$ cat config.mk
export PLATFORM = sky130hd
export DESIGN_NAME = priority_preemptive_scheduler_flat
export DESIGN_NICKNAME = d
export VERILOG_FILES = /design/src/pps_pkg.sv /design/src/pps_in_if.sv /design/src/pps_out_if.sv /design/src/priority_preemptive_scheduler.sv /design/src/pps_dp.sv /design/src/pps_ctrl.sv /design/src/flat_wrapper.sv
export SDC_FILE = /design/constraint.sdc
export NUM_CORES = 1
export LEC_CHECK = 0
export ABC_AREA = 0
export BUFFER_PORTS_ARGS = -buffer_cell sky130_fd_sc_hd__clkbuf_2
export CAP_MARGIN = 20
export CORE_ASPECT_RATIO = 0.9
export CORE_MARGIN = 2
export CORE_UTILIZATION = 40
export CTS_CLUSTER_SIZE = 12
export DETAILED_ROUTE_END_ITERATION = 8
export PLACE_DENSITY = 0.6
export SYNTH_ARGS = -nofsm -noshare
export SYNTH_HDL_FRONTEND = slang
export SYNTH_HIERARCHICAL = 1
export SYNTH_SLANG_ARGS = --single-unit
export TNS_END_PERCENT = 30
$ cat constraint.sdc
create_clock -name clk -period 11.8 [get_ports clk]
set_input_delay 1.77 -clock clk [delete_from_list [all_inputs] [get_ports clk]]
set_output_delay 1.77 -clock clk [all_outputs]
set_load 0.1 [all_outputs]
$ cat src/pps_pkg.sv
// ----------------------------------------------------------------------------
// pps_pkg
// Shared widths, payload types and controller/datapath signal groups for the
// preemptive priority scheduler.
// ----------------------------------------------------------------------------
`default_nettype none

package pps_pkg;

  // Field widths of the input and result transactions
  localparam int unsigned ARR_W   = 12;
  localparam int unsigned BURST_W = 8;
  localparam int unsigned PRI_W   = 8;
  localparam int unsigned PIDX_W  = 4;
  localparam int unsigned TIME_W  = 13;
  localparam int unsigned SUM_W   = 17;

  // Largest burst a record can carry
  localparam int unsigned BURST_MAX = 255;

  // Default process table depth
  localparam int unsigned DEF_MAX_PROCS = 16;

  // One process record
  typedef struct packed {
    logic [ARR_W-1:0]   arrival_time;
    logic [BURST_W-1:0] burst_time;
    logic [PRI_W-1:0]   priority_req;
    logic               last_process;
  } in_item_t;

  // One per-process result
  typedef struct packed {
    logic [PIDX_W-1:0] proc_index;
    logic [TIME_W-1:0] completion_time;
    logic [TIME_W-1:0] waiting_time;
    logic [TIME_W-1:0] turnaround_time;
    logic [SUM_W-1:0]  total_waiting;
    logic [SUM_W-1:0]  total_turnaround;
    logic              overflow;
    logic              last_result;
  } out_item_t;

  // Commands from the controller to the datapath
  typedef struct packed {
    logic load;         // store the accepted record
    logic scan_clear;   // restart the per-tick scan
    logic scan_issue;   // read the next table entry for the scan
    logic tick_commit;  // run the winner for one tick, advance time
    logic out_start;    // rewind the index and clear the running sums
    logic out_calc;     // form turnaround and waiting time of the entry
    logic out_latch;    // load the result register
    logic out_next;     // step to the next entry
    logic run_clear;    // drop the batch, ready for the next one
  } dp_cmd_t;

  // Status from the datapath to the controller
  typedef struct packed {
    logic idx_last;     // index points at the last loaded entry
    logic all_done;     // every loaded process has finished
  } dp_stat_t;

endpackage : pps_pkg

`default_nettype wire

$ cat src/pps_in_if.sv
// ----------------------------------------------------------------------------
// pps_in_if
// Valid/ready channel that carries one process record per transaction.
// ----------------------------------------------------------------------------
`default_nettype none

interface pps_in_if;
  import pps_pkg::*;

  logic               valid;
  logic               ready;
  logic [ARR_W-1:0]   arrival_time;
  logic [BURST_W-1:0] burst_time;
  logic [PRI_W-1:0]   priority_req;
  logic               last_process;

  modport source (
    output valid, arrival_time, burst_time, priority_req, last_process,
    input  ready
  );

  modport sink (
    input  valid, arrival_time, burst_time, priority_req, last_process,
    output ready
  );

endinterface : pps_in_if

`default_nettype wire

$ cat src/pps_out_if.sv
// ----------------------------------------------------------------------------
// pps_out_if
// Valid/ready channel that carries one per-process result per transaction.
// ----------------------------------------------------------------------------
`default_nettype none

interface pps_out_if;
  import pps_pkg::*;

  logic              valid;
  logic              ready;
  logic [PIDX_W-1:0] proc_index;
  logic [TIME_W-1:0] completion_time;
  logic [TIME_W-1:0] waiting_time;
  logic [TIME_W-1:0] turnaround_time;
  logic [SUM_W-1:0]  total_waiting;
  logic [SUM_W-1:0]  total_turnaround;
  logic              overflow;
  logic              last_result;

  modport source (
    output valid, proc_index, completion_time, waiting_time, turnaround_time,
           total_waiting, total_turnaround, overflow, last_result,
    input  ready
  );

  modport sink (
    input  valid, proc_index, completion_time, waiting_time, turnaround_time,
           total_waiting, total_turnaround, overflow, last_result,
    output ready
  );

endinterface : pps_out_if

`default_nettype wire

$ cat src/priority_preemptive_scheduler.sv
// ----------------------------------------------------------------------------
// priority_preemptive_scheduler
// Preemptive priority scheduler: loads process records, simulates unit ticks
// and reports completion, waiting and turnaround time per process.
// ----------------------------------------------------------------------------
// Records are taken one per cycle on in_chan until the one flagged
// last_process; records past MAX_PROCS are dropped and reported through the
// overflow bit. The block then simulates the schedule one tick at a time: each
// tick scans the process table through a single registered read port, one entry
// per cycle, then drains the last read and commits the winner, for every tick
// up to the last completion (idle ticks included). Results leave on out_chan
// in load order, each read, formed and latched, then held until taken; the
// final one flagged last_result; no new record is taken until it is accepted.
`default_nettype none

module priority_preemptive_scheduler #(
  parameter int unsigned MAX_PROCS = pps_pkg::DEF_MAX_PROCS
) (
  input  wire logic clk,
  input  wire logic rst_n,
  pps_in_if.sink    in_chan,
  pps_out_if.source out_chan
);
  import pps_pkg::*;

  localparam int unsigned IDX_W  = $clog2(MAX_PROCS);
  localparam int unsigned CNT_W  = $clog2(MAX_PROCS + 1);
  localparam int unsigned TICK_W = $clog2((2 ** ARR_W) + MAX_PROCS * BURST_MAX + 1);

  in_item_t  in_item;
  out_item_t out_item;
  dp_cmd_t   cmd;
  dp_stat_t  stat;

  // Gather the record fields
  assign in_item.arrival_time = in_chan.arrival_time;
  assign in_item.burst_time   = in_chan.burst_time;
  assign in_item.priority_req = in_chan.priority_req;
  assign in_item.last_process = in_chan.last_process;

  pps_ctrl u_ctrl (
    .clk       (clk),
    .rst_n     (rst_n),
    .in_valid  (in_chan.valid),
    .in_last   (in_chan.last_process),
    .in_ready  (in_chan.ready),
    .out_valid (out_chan.valid),
    .out_ready (out_chan.ready),
    .stat      (stat),
    .cmd       (cmd)
  );

  pps_dp #(
    .MAX_PROCS (MAX_PROCS),
    .IDX_W     (IDX_W),
    .CNT_W     (CNT_W),
    .TICK_W    (TICK_W)
  ) u_dp (
    .clk      (clk),
    .rst_n    (rst_n),
    .in_item  (in_item),
    .cmd      (cmd),
    .stat     (stat),
    .out_item (out_item)
  );

  // Drive the result fields
  assign out_chan.proc_index       = out_item.proc_index;
  assign out_chan.completion_time  = out_item.completion_time;
  assign out_chan.waiting_time     = out_item.waiting_time;
  assign out_chan.turnaround_time  = out_item.turnaround_time;
  assign out_chan.total_waiting    = out_item.total_waiting;
  assign out_chan.total_turnaround = out_item.total_turnaround;
  assign out_chan.overflow         = out_item.overflow;
  assign out_chan.last_result      = out_item.last_result;

endmodule : priority_preemptive_scheduler

`default_nettype wire

$ cat src/pps_dp.sv
// ----------------------------------------------------------------------------
// pps_dp
// Scheduler datapath: process table memories, tick counter, per-tick
// highest-priority scan and result arithmetic.
// ----------------------------------------------------------------------------
`default_nettype none

module pps_dp #(
  parameter int unsigned MAX_PROCS = pps_pkg::DEF_MAX_PROCS,
  parameter int unsigned IDX_W     = 4,
  parameter int unsigned CNT_W     = 5,
  parameter int unsigned TICK_W    = 13
) (
  input  wire logic               clk,
  input  wire logic               rst_n,
  input  wire pps_pkg::in_item_t  in_item,
  input  wire pps_pkg::dp_cmd_t   cmd,
  output pps_pkg::dp_stat_t       stat,
  output pps_pkg::out_item_t      out_item
);
  import pps_pkg::*;

  // Process table; completion ticks keep the full tick width so that the
  // running sums see untruncated times
  logic [ARR_W-1:0]   arrival_mem [MAX_PROCS];
  logic [BURST_W-1:0] burst_mem   [MAX_PROCS];
  logic [BURST_W-1:0] rem_mem     [MAX_PROCS];
  logic [PRI_W-1:0]   pri_mem     [MAX_PROCS];
  logic [TICK_W-1:0]  comp_mem    [MAX_PROCS];

  // Control state
  logic [CNT_W-1:0]  loaded_r,   loaded_nxt;
  logic [CNT_W-1:0]  finished_r, finished_nxt;
  logic [TICK_W-1:0] tick_r,     tick_nxt;
  logic              dropped_r,  dropped_nxt;
  logic [IDX_W-1:0]  idx_r,      idx_nxt;
  logic              rd_vld_r;
  logic              found_r,    found_nxt;

  // Payload registers
  logic [IDX_W-1:0]   rd_idx_r;
  logic [ARR_W-1:0]   rd_arr_r;
  logic [BURST_W-1:0] rd_bur_r;
  logic [BURST_W-1:0] rd_rem_r;
  logic [PRI_W-1:0]   rd_pri_r;
  logic [TICK_W-1:0]  rd_cmp_r;
  logic [IDX_W-1:0]   pick_r;
  logic [PRI_W-1:0]   best_r;
  logic [BURST_W-1:0] pick_rem_r;
  logic [TICK_W-1:0]  turn_r;
  logic [TICK_W-1:0]  wait_r;
  logic [SUM_W-1:0]   sum_wait_r;
  logic [SUM_W-1:0]   sum_turn_r;
  out_item_t          out_item_r;

  logic               full;
  logic               cand;
  logic [BURST_W-1:0] load_burst;
  logic [IDX_W-1:0]   load_idx;
  logic [SUM_W-1:0]   sum_wait_add;
  logic [SUM_W-1:0]   sum_turn_add;

  assign full       = (loaded_r == CNT_W'(MAX_PROCS));
  assign load_idx   = loaded_r[IDX_W-1:0];
  assign load_burst = (in_item.burst_time == '0) ? BURST_W'(1) : in_item.burst_time;

  // Entry read last cycle is ready, has work and beats the best so far
  assign cand = rd_vld_r && (TICK_W'(rd_arr_r) <= tick_r) && (rd_rem_r != '0) &&
                (!found_r || (rd_pri_r > best_r));

  assign stat.idx_last = ((CNT_W'(idx_r) + CNT_W'(1)) == loaded_r);
  assign stat.all_done = (finished_r == loaded_r);

  assign sum_wait_add = sum_wait_r + SUM_W'(wait_r);
  assign sum_turn_add = sum_turn_r + SUM_W'(turn_r);

  // Next state of the counters and scan control
  always_comb begin
    loaded_nxt   = loaded_r;
    finished_nxt = finished_r;
    tick_nxt     = tick_r;
    dropped_nxt  = dropped_r;
    idx_nxt      = idx_r;
    found_nxt    = found_r || cand;

    if (cmd.load) begin
      if (full) begin
        dropped_nxt = 1'b1;
      end else begin
        loaded_nxt = loaded_r + CNT_W'(1);
      end
    end
    if (cmd.scan_clear || cmd.out_start) begin
      idx_nxt   = '0;
      found_nxt = 1'b0;
    end
    if (cmd.scan_issue || cmd.out_next) begin
      idx_nxt = idx_r + IDX_W'(1);
    end
    if (cmd.tick_commit) begin
      tick_nxt = tick_r + TICK_W'(1);
      if (found_r && (pick_rem_r == BURST_W'(1))) begin
        finished_nxt = finished_r + CNT_W'(1);
      end
    end
    if (cmd.run_clear) begin
      loaded_nxt   = '0;
      finished_nxt = '0;
      tick_nxt     = '0;
      dropped_nxt  = 1'b0;
    end
  end

  // Hold control state
  always_ff @(posedge clk) begin
    if (!rst_n) begin
      loaded_r   <= '0;
      finished_r <= '0;
      tick_r     <= '0;
      dropped_r  <= 1'b0;
      idx_r      <= '0;
      rd_vld_r   <= 1'b0;
      found_r    <= 1'b0;
    end else begin
      loaded_r   <= loaded_nxt;
      finished_r <= finished_nxt;
      tick_r     <= tick_nxt;
      dropped_r  <= dropped_nxt;
      idx_r      <= idx_nxt;
      rd_vld_r   <= cmd.scan_issue;
      found_r    <= found_nxt;
    end
  end

  // Write the table: records on load, remaining work and completion on commit
  always_ff @(posedge clk) begin
    if (cmd.load && !full) begin
      arrival_mem[load_idx] <= in_item.arrival_time;
      burst_mem[load_idx]   <= load_burst;
      rem_mem[load_idx]     <= load_burst;
      pri_mem[load_idx]     <= in_item.priority_req;
    end
    if (cmd.tick_commit && found_r) begin
      rem_mem[pick_r] <= pick_rem_r - BURST_W'(1);
      if (pick_rem_r == BURST_W'(1)) begin
        comp_mem[pick_r] <= tick_r + TICK_W'(1);
      end
    end
  end

  // Read the table at the current index
  always_ff @(posedge clk) begin
    rd_idx_r <= idx_r;
    rd_arr_r <= arrival_mem[idx_r];
    rd_bur_r <= burst_mem[idx_r];
    rd_rem_r <= rem_mem[idx_r];
    rd_pri_r <= pri_mem[idx_r];
    rd_cmp_r <= comp_mem[idx_r];
  end

  // Track the scan winner
  always_ff @(posedge clk) begin
    if (cand) begin
      pick_r     <= rd_idx_r;
      best_r     <= rd_pri_r;
      pick_rem_r <= rd_rem_r;
    end
  end

  // Form times and running sums of one result
  always_ff @(posedge clk) begin
    if (cmd.out_start) begin
      sum_wait_r <= '0;
      sum_turn_r <= '0;
    end
    if (cmd.out_calc) begin
      turn_r <= rd_cmp_r - TICK_W'(rd_arr_r);
      wait_r <= rd_cmp_r - TICK_W'(rd_arr_r) - TICK_W'(rd_bur_r);
    end
    if (cmd.out_latch) begin
      sum_wait_r                  <= sum_wait_add;
      sum_turn_r                  <= sum_turn_add;
      out_item_r.proc_index       <= PIDX_W'(idx_r);
      out_item_r.completion_time  <= TIME_W'(rd_cmp_r);
      out_item_r.waiting_time     <= TIME_W'(wait_r);
      out_item_r.turnaround_time  <= TIME_W'(turn_r);
      out_item_r.total_waiting    <= sum_wait_add;
      out_item_r.total_turnaround <= sum_turn_add;
      out_item_r.overflow         <= dropped_r;
      out_item_r.last_result      <= stat.idx_last;
    end
  end

  assign out_item = out_item_r;

`ifndef SYNTHESIS
  a_finished_le_loaded: assert property (@(posedge clk) disable iff (!rst_n)
    finished_r <= loaded_r)
    else $error("finished count exceeds loaded count");

  a_loaded_le_depth: assert property (@(posedge clk) disable iff (!rst_n)
    loaded_r <= CNT_W'(MAX_PROCS))
    else $error("loaded count exceeds table depth");

  a_winner_has_work: assert property (@(posedge clk) disable iff (!rst_n)
    (cmd.tick_commit && found_r) |-> (pick_rem_r != '0))
    else $error("scan winner has no remaining work");

  a_drop_only_when_full: assert property (@(posedge clk) disable iff (!rst_n)
    (cmd.load && !full && !dropped_r) |=> !dropped_r)
    else $error("record dropped while table had room");
`endif

endmodule : pps_dp

`default_nettype wire

$ cat src/pps_ctrl.sv
// ----------------------------------------------------------------------------
// pps_ctrl
// Scheduler controller: load phase, per-tick scan sequencing and result
// delivery.
// ----------------------------------------------------------------------------
`default_nettype none

module pps_ctrl (
  input  wire logic              clk,
  input  wire logic              rst_n,
  input  wire logic              in_valid,
  input  wire logic              in_last,
  output logic                   in_ready,
  output logic                   out_valid,
  input  wire logic              out_ready,
  input  wire pps_pkg::dp_stat_t stat,
  output pps_pkg::dp_cmd_t       cmd
);
  import pps_pkg::*;

  localparam logic [3:0] S_LOAD      = 4'd0;
  localparam logic [3:0] S_CHECK     = 4'd1;
  localparam logic [3:0] S_SCAN      = 4'd2;
  localparam logic [3:0] S_DRAIN     = 4'd3;
  localparam logic [3:0] S_TICK      = 4'd4;
  localparam logic [3:0] S_OUT_RD    = 4'd5;
  localparam logic [3:0] S_OUT_CALC  = 4'd6;
  localparam logic [3:0] S_OUT_LATCH = 4'd7;
  localparam logic [3:0] S_OUT_WAIT  = 4'd8;

  logic [3:0] state_r, state_nxt;

  assign in_ready  = (state_r == S_LOAD);
  assign out_valid = (state_r == S_OUT_WAIT);

  // Sequence the phases and issue datapath commands
  always_comb begin
    state_nxt = state_r;
    cmd       = '0;
    unique case (state_r)
      S_LOAD: begin
        if (in_valid) begin
          cmd.load = 1'b1;
          if (in_last) begin
            state_nxt = S_CHECK;
          end
        end
      end
      S_CHECK: begin
        if (stat.all_done) begin
          cmd.out_start = 1'b1;
          state_nxt     = S_OUT_RD;
        end else begin
          cmd.scan_clear = 1'b1;
          state_nxt      = S_SCAN;
        end
      end
      S_SCAN: begin
        cmd.scan_issue = 1'b1;
        if (stat.idx_last) begin
          state_nxt = S_DRAIN;
        end
      end
      S_DRAIN: begin
        state_nxt = S_TICK;
      end
      S_TICK: begin
        cmd.tick_commit = 1'b1;
        state_nxt       = S_CHECK;
      end
      S_OUT_RD: begin
        state_nxt = S_OUT_CALC;
      end
      S_OUT_CALC: begin
        cmd.out_calc = 1'b1;
        state_nxt    = S_OUT_LATCH;
      end
      S_OUT_LATCH: begin
        cmd.out_latch = 1'b1;
        state_nxt     = S_OUT_WAIT;
      end
      S_OUT_WAIT: begin
        if (out_ready) begin
          if (stat.idx_last) begin
            cmd.run_clear = 1'b1;
            state_nxt     = S_LOAD;
          end else begin
            cmd.out_next = 1'b1;
            state_nxt    = S_OUT_RD;
          end
        end
      end
      default: begin
        state_nxt = S_LOAD;
      end
    endcase
  end

  // Hold the state
  always_ff @(posedge clk) begin
    if (!rst_n) begin
      state_r <= S_LOAD;
    end else begin
      state_r <= state_nxt;
    end
  end

`ifndef SYNTHESIS
  a_one_side_active: assert property (@(posedge clk) disable iff (!rst_n)
    !(in_ready && out_valid))
    else $error("loading and delivering at the same time");

  a_last_starts_run: assert property (@(posedge clk) disable iff (!rst_n)
    (in_valid && in_ready && in_last) |=> (state_r == S_CHECK))
    else $error("last record did not start the run");

  a_result_held: assert property (@(posedge clk) disable iff (!rst_n)
    (out_valid && !out_ready) |=> out_valid)
    else $error("result withdrawn before it was taken");
`endif

endmodule : pps_ctrl

`default_nettype wire
$ cat src/flat_wrapper.sv
// flat-port wrapper written by rule: the top's interface ports become plain ports
module priority_preemptive_scheduler_flat import pps_pkg::*;
#(
  parameter int unsigned MAX_PROCS = pps_pkg::DEF_MAX_PROCS
)
  (clk, rst_n, in_chan_valid, in_chan_arrival_time, in_chan_burst_time, in_chan_priority_req, in_chan_last_process, in_chan_ready, out_chan_valid, out_chan_proc_index, out_chan_completion_time, out_chan_waiting_time, out_chan_turnaround_time, out_chan_total_waiting, out_chan_total_turnaround, out_chan_overflow, out_chan_last_result, out_chan_ready);
  pps_in_if in_chan_i ();
  pps_out_if out_chan_i ();
  input  wire logic clk;
  input  wire logic rst_n;
  input wire logic [$bits(in_chan_i.valid)-1:0] in_chan_valid;
  input wire logic [$bits(in_chan_i.arrival_time)-1:0] in_chan_arrival_time;
  input wire logic [$bits(in_chan_i.burst_time)-1:0] in_chan_burst_time;
  input wire logic [$bits(in_chan_i.priority_req)-1:0] in_chan_priority_req;
  input wire logic [$bits(in_chan_i.last_process)-1:0] in_chan_last_process;
  output wire logic [$bits(in_chan_i.ready)-1:0] in_chan_ready;
  output wire logic [$bits(out_chan_i.valid)-1:0] out_chan_valid;
  output wire logic [$bits(out_chan_i.proc_index)-1:0] out_chan_proc_index;
  output wire logic [$bits(out_chan_i.completion_time)-1:0] out_chan_completion_time;
  output wire logic [$bits(out_chan_i.waiting_time)-1:0] out_chan_waiting_time;
  output wire logic [$bits(out_chan_i.turnaround_time)-1:0] out_chan_turnaround_time;
  output wire logic [$bits(out_chan_i.total_waiting)-1:0] out_chan_total_waiting;
  output wire logic [$bits(out_chan_i.total_turnaround)-1:0] out_chan_total_turnaround;
  output wire logic [$bits(out_chan_i.overflow)-1:0] out_chan_overflow;
  output wire logic [$bits(out_chan_i.last_result)-1:0] out_chan_last_result;
  input wire logic [$bits(out_chan_i.ready)-1:0] out_chan_ready;
  assign in_chan_i.valid = in_chan_valid;
  assign in_chan_i.arrival_time = in_chan_arrival_time;
  assign in_chan_i.burst_time = in_chan_burst_time;
  assign in_chan_i.priority_req = in_chan_priority_req;
  assign in_chan_i.last_process = in_chan_last_process;
  assign in_chan_ready = in_chan_i.ready;
  assign out_chan_valid = out_chan_i.valid;
  assign out_chan_proc_index = out_chan_i.proc_index;
  assign out_chan_completion_time = out_chan_i.completion_time;
  assign out_chan_waiting_time = out_chan_i.waiting_time;
  assign out_chan_turnaround_time = out_chan_i.turnaround_time;
  assign out_chan_total_waiting = out_chan_i.total_waiting;
  assign out_chan_total_turnaround = out_chan_i.total_turnaround;
  assign out_chan_overflow = out_chan_i.overflow;
  assign out_chan_last_result = out_chan_i.last_result;
  assign out_chan_i.ready = out_chan_ready;
  priority_preemptive_scheduler #(.MAX_PROCS(MAX_PROCS)) u_core (.clk(clk), .rst_n(rst_n), .in_chan(in_chan_i), .out_chan(out_chan_i));
endmodule
After elaboration in Yosys (flattened, before gate mapping) --
Memory sizes are Yosys's and may differ from the RTL's. A register that Yosys moved wholly into a read port is not among the register bits. Index checks and enable logic that the tools add are counted.
Operators by class: add/sub/neg operators 10, $lt $le $gt $ge 2, equality and inequality tests 16, multiplexer cells 37, bitwise gates (word level) 2, reductions and logical operators 24
Operators with widths (count):
- 17-bit two-way mux | 3
- 4-bit case mux with 9 select lines | 1
- 17-bit by 13-bit adder with 17-bit output | 2
- 4-bit two-way mux | 7
- 1-bit two-way mux | 20
- 4-bit by 3-bit == test with 1-bit output, second input constant | 4
- 8-bit two-way mux | 2
- 13-bit by 1-bit adder with 13-bit output, second input constant | 1
- 12-bit by 13-bit less-or-equal comparator with 1-bit output | 1
- 13-bit by 12-bit subtractor with 13-bit output | 1
- 13-bit by 8-bit subtractor with 13-bit output | 1
- 5-bit by 1-bit adder with 5-bit output, second input constant | 2
- 5-bit == test | 2
- 4-bit by 2-bit == test with 1-bit output, second input constant | 2
- 8-bit by 1-bit == test with 1-bit output, second input constant | 1
- 8-bit greater-than comparator | 1
- 8-bit logical NOT | 1
- 8-bit nonzero test | 1
- 8-bit OR reduction | 1
- 8-bit by 1-bit subtractor with 8-bit output, second input constant | 1
- 1-bit logical AND | 6
- 3-bit two-way mux | 2
- 2-bit AND reduction | 3
- 4-bit by 1-bit adder with 5-bit output, second input constant | 1
- 14 further kinds | 24
Word-level totals: register bits 197, RAM bits 784, bits of input ports 33, output and inout bits 81, logic and storage cells 120, memories kept 5
Memories:
- u_core.u_dp.comp_mem | words 16, width 13, read ports 1, clocked after memory_dff 1, wr ports 1, line pps_dp.sv:29 | logic [TICK_W-1:0] comp_mem [MAX_PROCS];
- u_core.u_dp.arrival_mem | words 16, width 12, read ports 1, clocked after memory_dff 1, wr ports 1, line pps_dp.sv:25 | logic [ARR_W-1:0] arrival_mem [MAX_PROCS];
- u_core.u_dp.burst_mem | words 16, width 8, read ports 1, clocked after memory_dff 1, wr ports 1, line pps_dp.sv:26 | logic [BURST_W-1:0] burst_mem [MAX_PROCS];
- u_core.u_dp.pri_mem | words 16, width 8, read ports 1, clocked after memory_dff 1, wr ports 1, line pps_dp.sv:28 | logic [PRI_W-1:0] pri_mem [MAX_PROCS];
- u_core.u_dp.rem_mem | words 16, width 8, read ports 1, clocked after memory_dff 1, wr ports 1, line pps_dp.sv:27 | logic [BURST_W-1:0] rem_mem [MAX_PROCS];

Depth between registers and ports, before layout --
word-level depth 7, mapped depth 16, depth with buffers taken out 16

Hierarchy --
The synthesis kept the hierarchy.
Modules (own cells, without submodules):
- pps_dp | times used 1, cells each 2356, area each 41741.3 µm², sequential area each 29978.8 µm²
- pps_ctrl | times used 1, cells each 47, area each 371.6 µm², sequential area each 80.1 µm²

Worst setup path before layout --
Ideal clock, no wire load.
path kind register to register, start point reg u_core.u_ctrl.state_r[2], end point reg u_core.u_dp.sum_turn_r[0] (enable), setup time 0.376 ns, arrival time 5.059 ns, data required time 11.424 ns, slack 6.366 ns, cell stages (with the launch flop) 5, path buffers 1, clock period less this slack 5.434 ns, cell sequence dfxtp_1 -> buf_6 -> nand2_1 -> nor2_1 -> or2_2
RTL lines:
- from (decl) | line pps_ctrl.sv:31 | logic [3:0] state_r, state_nxt;
- from (signal assigned) | line pps_ctrl.sv:104 | state_r <= state_nxt;
- to (signal assigned) | line pps_dp.sv:182 | sum_turn_r <= sum_turn_add;
- to (decl) | line pps_dp.sv:53 | logic [SUM_W-1:0] sum_turn_r;

==> flow_summary.ini <==
[run_status]
run_status = finished clean

[detailed_routing]
drc = 0
vias_per_cell = 5.51
vias = 22048
drt_wl_total_um = 98300
post_drt_wl_per_cell_um = 24.6
first_iter_violations = 2337
drtPass1Iterations = 5
antenna_left = 0

[sta]
setup_tns_ns = 0
period_share = 0.375
holdWs_ns = 0.401
rsz0062_at_grt = false
finalHoldViolCount = 0
tightestPinTransition_ns = 1.15
setup_ws_ns = 7.37
max_freq_mhz = 226
slew-limit-headroom = 0.226
fin_skew_ns = 0.0334
finalCriticalPeriod_ns = 4.43
setup_viol = 0
maxSlewViolCount = 0

[grt]
grt_util_met3 = 0.0282
top_usage_layer = met2
grt_start_max_net_pins = 148
met2_usage = 0.293
grt_antenna_before_repair = 4
grt_use_total = 0.182
grt-ovfl-total = 0
grt_first_pass_wirelength_um = 146000
grt_pass1_vias = 22261
grt_use_met1 = 0.260

[worst_setup_path]
start_kind = flip-flop
cp.depth = 11
critPathMaxStageDelay_ns = 1.00
setup.worst_path.start = u_core/u_dp/idx_r[0]$_SDFFE_PN0P_
cp_top_family = simple AND/OR/NAND/NOR gates
worstPathRequired_ns = 12.31
path_cells = ha_1, nor2b_1, nor2b_1, o21ai_0, o31a_1, nor2_1, a21oi_1, nor4_1, and3_2, nand2b_1, nor2_1
worstSetupEndpoint = u_core/u_dp/tick_r[4]$_SDFFE_PP0P_
crit_fanout = 51
slowest_stage = dfxtp_4
worstSetupPathType = flip-flop to flip-flop
rrSetupSlack_ns = 7.37
crit_arrival_ns = 4.94
crit_path_end_kind = flip-flop
rr_startpoint = u_core/u_dp/idx_r[0]$_SDFFE_PN0P_
worst_r2r_path_depth = 11
rr_endpoint = u_core/u_dp/tick_r[4]$_SDFFE_PP0P_
path_buf_inv = 0

[synthesis]
yosys_warnings = 6
postSynthCellCount = 2403
yosys-top-cells-area = edfxtp_1, mux4_2, dfxtp_1
ys_async_sr_fraction = 0
ys_seq_elements = 1030
synth_nets = 2515
yosys.area.top_type = edfxtp_1
synth_edf_count = 943
synth_ff_type = edfxtp_1
synth_area_sq_um = 42100
avgSynthCellArea_sq_um = 17.5
ys_types = 66
yosysSeqAreaShare = 0.714
synth_top_area_frac = 0.672

[power]
swShare = 0.254
clkPwrFrac = 0.353
combPwrFrac = 0.152
total_power_mw = 8.79
p_int_mw = 6.56
sequentialPowerShare = 0.495
powerDensity_nw_per_um2 = 184
p_sw_mw = 2.23
vdd_drop_max_mv = 0.148
power.leakage_nw = 15.7

[clocking]
cts_resized = 0
cts_made_buffers = 104
ctsRootBufferMaster = clkbuf_16
holdBufCountCts = 0
insertion_delay_ns = 0.68
post_cts_buffers = 0
tritoncts = built
clock_sinks = 1030
clk_pin_slew_worst_paths_ns = 0.06
clk_path_buf_depth = 3
cts_max_level = 3

[die]
dieWidth_um = 346
die_h_um = 312
fp.dieArea_sq_um = 108000
core_area_sq_um = 104000
rows = 112
ioPinCount = 114
start_util = 0.405

[layout]
drive_gt1_frac = 0.231
fin_util = 0.460
layout.nets = 2661
areaGrowthSynthToFinish_pct = 13.6

[job]
drv_cap = 0

[placed_design]
dp_hpwl_um = 60400
pre_cts_slack_ns = 7.31
globalplace.congestion = 0.841
io_buffers = 113

[min_path]
worstHoldPathType = flip-flop to flip-flop
## metal layers
layer  up-vias  wire (um)
li1       9702          -
met5         -         38
met3       136       6300
met4         6       1940
met1     11405      42500
met2       799      47600
## worst min-delay path by stage
stage                                            startpoint                              end  slack (ns)  depth (start not counted)
after floorplan           u_core/u_dp/idx_r[2]$_SDFFE_PN0P_  u_core/u_dp/rd_idx_r[2]$_DFF_P_        0.34                          0
after global placement      u_core/u_dp/rd_idx_r[1]$_DFF_P_  u_core/u_dp/pick_r[1]$_DFFE_PP_        0.39                          0
after detailed placement    u_core/u_dp/rd_idx_r[3]$_DFF_P_  u_core/u_dp/pick_r[3]$_DFFE_PP_        0.39                          0
after CTS                   u_core/u_dp/rd_idx_r[3]$_DFF_P_  u_core/u_dp/pick_r[3]$_DFFE_PP_        0.40                          0
after global routing        u_core/u_dp/rd_idx_r[0]$_DFF_P_  u_core/u_dp/pick_r[0]$_DFFE_PP_        0.41                          0
final                       u_core/u_dp/rd_idx_r[2]$_DFF_P_  u_core/u_dp/pick_r[2]$_DFFE_PP_        0.40                          0
## cell usage in the layout, fill, tap and decap left out, types with 14 or more instances in the layout
| master | n |
|---|---|
| a21o_1 | 28 |
| a21oi_1 | 129 |
| and2_1 | 33 |
| buf_4 | 31 |
| buf_6 | 14 |
| clkbuf_1 | 46 |
| clkbuf_16 | 106 |
| clkbuf_2 | 113 |
| dfxtp_1 | 83 |
| edfxtp_1 | 943 |
| ha_1 | 75 |
| inv_1 | 75 |
| mux4_2 | 245 |
| nand2_1 | 102 |
| nand2b_1 | 15 |
| nand3_1 | 16 |
| nor2_1 | 178 |
| nor2b_1 | 16 |
| nor3_1 | 16 |
| o21ai_0 | 67 |
| o22ai_1 | 14 |
| xnor2_1 | 48 |
| xor2_1 | 29 |
## cells in the mapped netlist, types with 15 or more instances
master / n
xnor2_1: 57
nor2_1: 192
and2_1: 34
ha_1: 75
mux4_2: 245
edfxtp_1: 943
buf_1: 25
a21o_1: 28
o21ai_0: 67
xor2_1: 31
inv_1: 75
clkbuf_1: 92
nand2b_1: 15
nand3_1: 16
dfxtp_1: 87
nor3_1: 22
nand2_1: 102
nor2b_1: 16
a21oi_1: 129
## stage by stage
stage          area (sq um)  std cells
6_report              47800       3998
5_1_grt               47800       3997
4_1_cts               47700       3985
3_5_place_dp          44500       3799
3_3_place_gp          44400       3787
2_1_floorplan         42100       2403
## worst register-to-register path, delay by kind of cell, from the launching register on
| family | cells | cell delay (ns) |
|---|---|---|
| AND/OR/NAND/NOR | 7 | 2.56 |
| flip-flops | 1 | 1.00 |
| adder cells (fa/ha/maj) | 1 | 0.39 |
| AO/OA/AOI/OAI | 3 | 0.33 |
## cell type report
| type | count | area (sq um) |
|---|---|---|
| fill | 8818 | 56100 |
| sequential | 1030 | 30100 |
| multi-input combinational | 1171 | 11500 |
| clock buffer | 164 | 2990 |
| tap | 1368 | 1710 |
| timing repair buffer | 167 | 1100 |
| inverter | 75 | 282 |
| clock inverter | 22 | 186 |
| antenna | 1 | 2.50 |
## power groups by stage
stage               combinational, mW  sequential, mW  clock (mW)
finish                           1.34            4.35        3.10
floorplan                       0.999            4.34           0
CTS                              1.34            4.36        3.18
detailed placement               1.33            4.43           0
global placement                 1.30            4.43           0
global route                     1.46            4.37        3.33
## cells by family (layout without fill, tap and decap cells)
| family | count (synthesis) | after routing | synth area share |
|---|---|---|---|
| flops | 1030 | 1030 | 0.714 |
| simple gates | 467 | 467 | 0.0530 |
| compound gates | 289 | 289 | 0.0401 |
| mux | 247 | 247 | 0.131 |
| buf+inv | 202 | 428 | 0.0187 |
| xor+xnor | 89 | 89 | 0.0187 |
| fa+ha+maj | 79 | 79 | 0.0242 |
| other cells | 0 | 1 | 0 |
## registers in the layout (all words and copies together), names as in the netlist, 12 cells and up
name / count
u_core/u_dp/sum_wait_r: 17
u_core/u_dp/rem_mem: 128
u_core/u_dp/pri_mem: 128
u_core/u_dp/wait_r: 13
u_core/u_dp/rd_arr_r: 12
u_core/u_dp/out_item: 79
u_core/u_dp/arrival_mem: 192
u_core/u_dp/turn_r: 13
u_core/u_dp/sum_turn_r: 17
u_core/u_dp/tick_r: 13
u_core/u_dp/burst_mem: 128
u_core/u_dp/rd_cmp_r: 13
u_core/u_dp/comp_mem: 208
No activity file was read; power rests on OpenSTA's default activity.
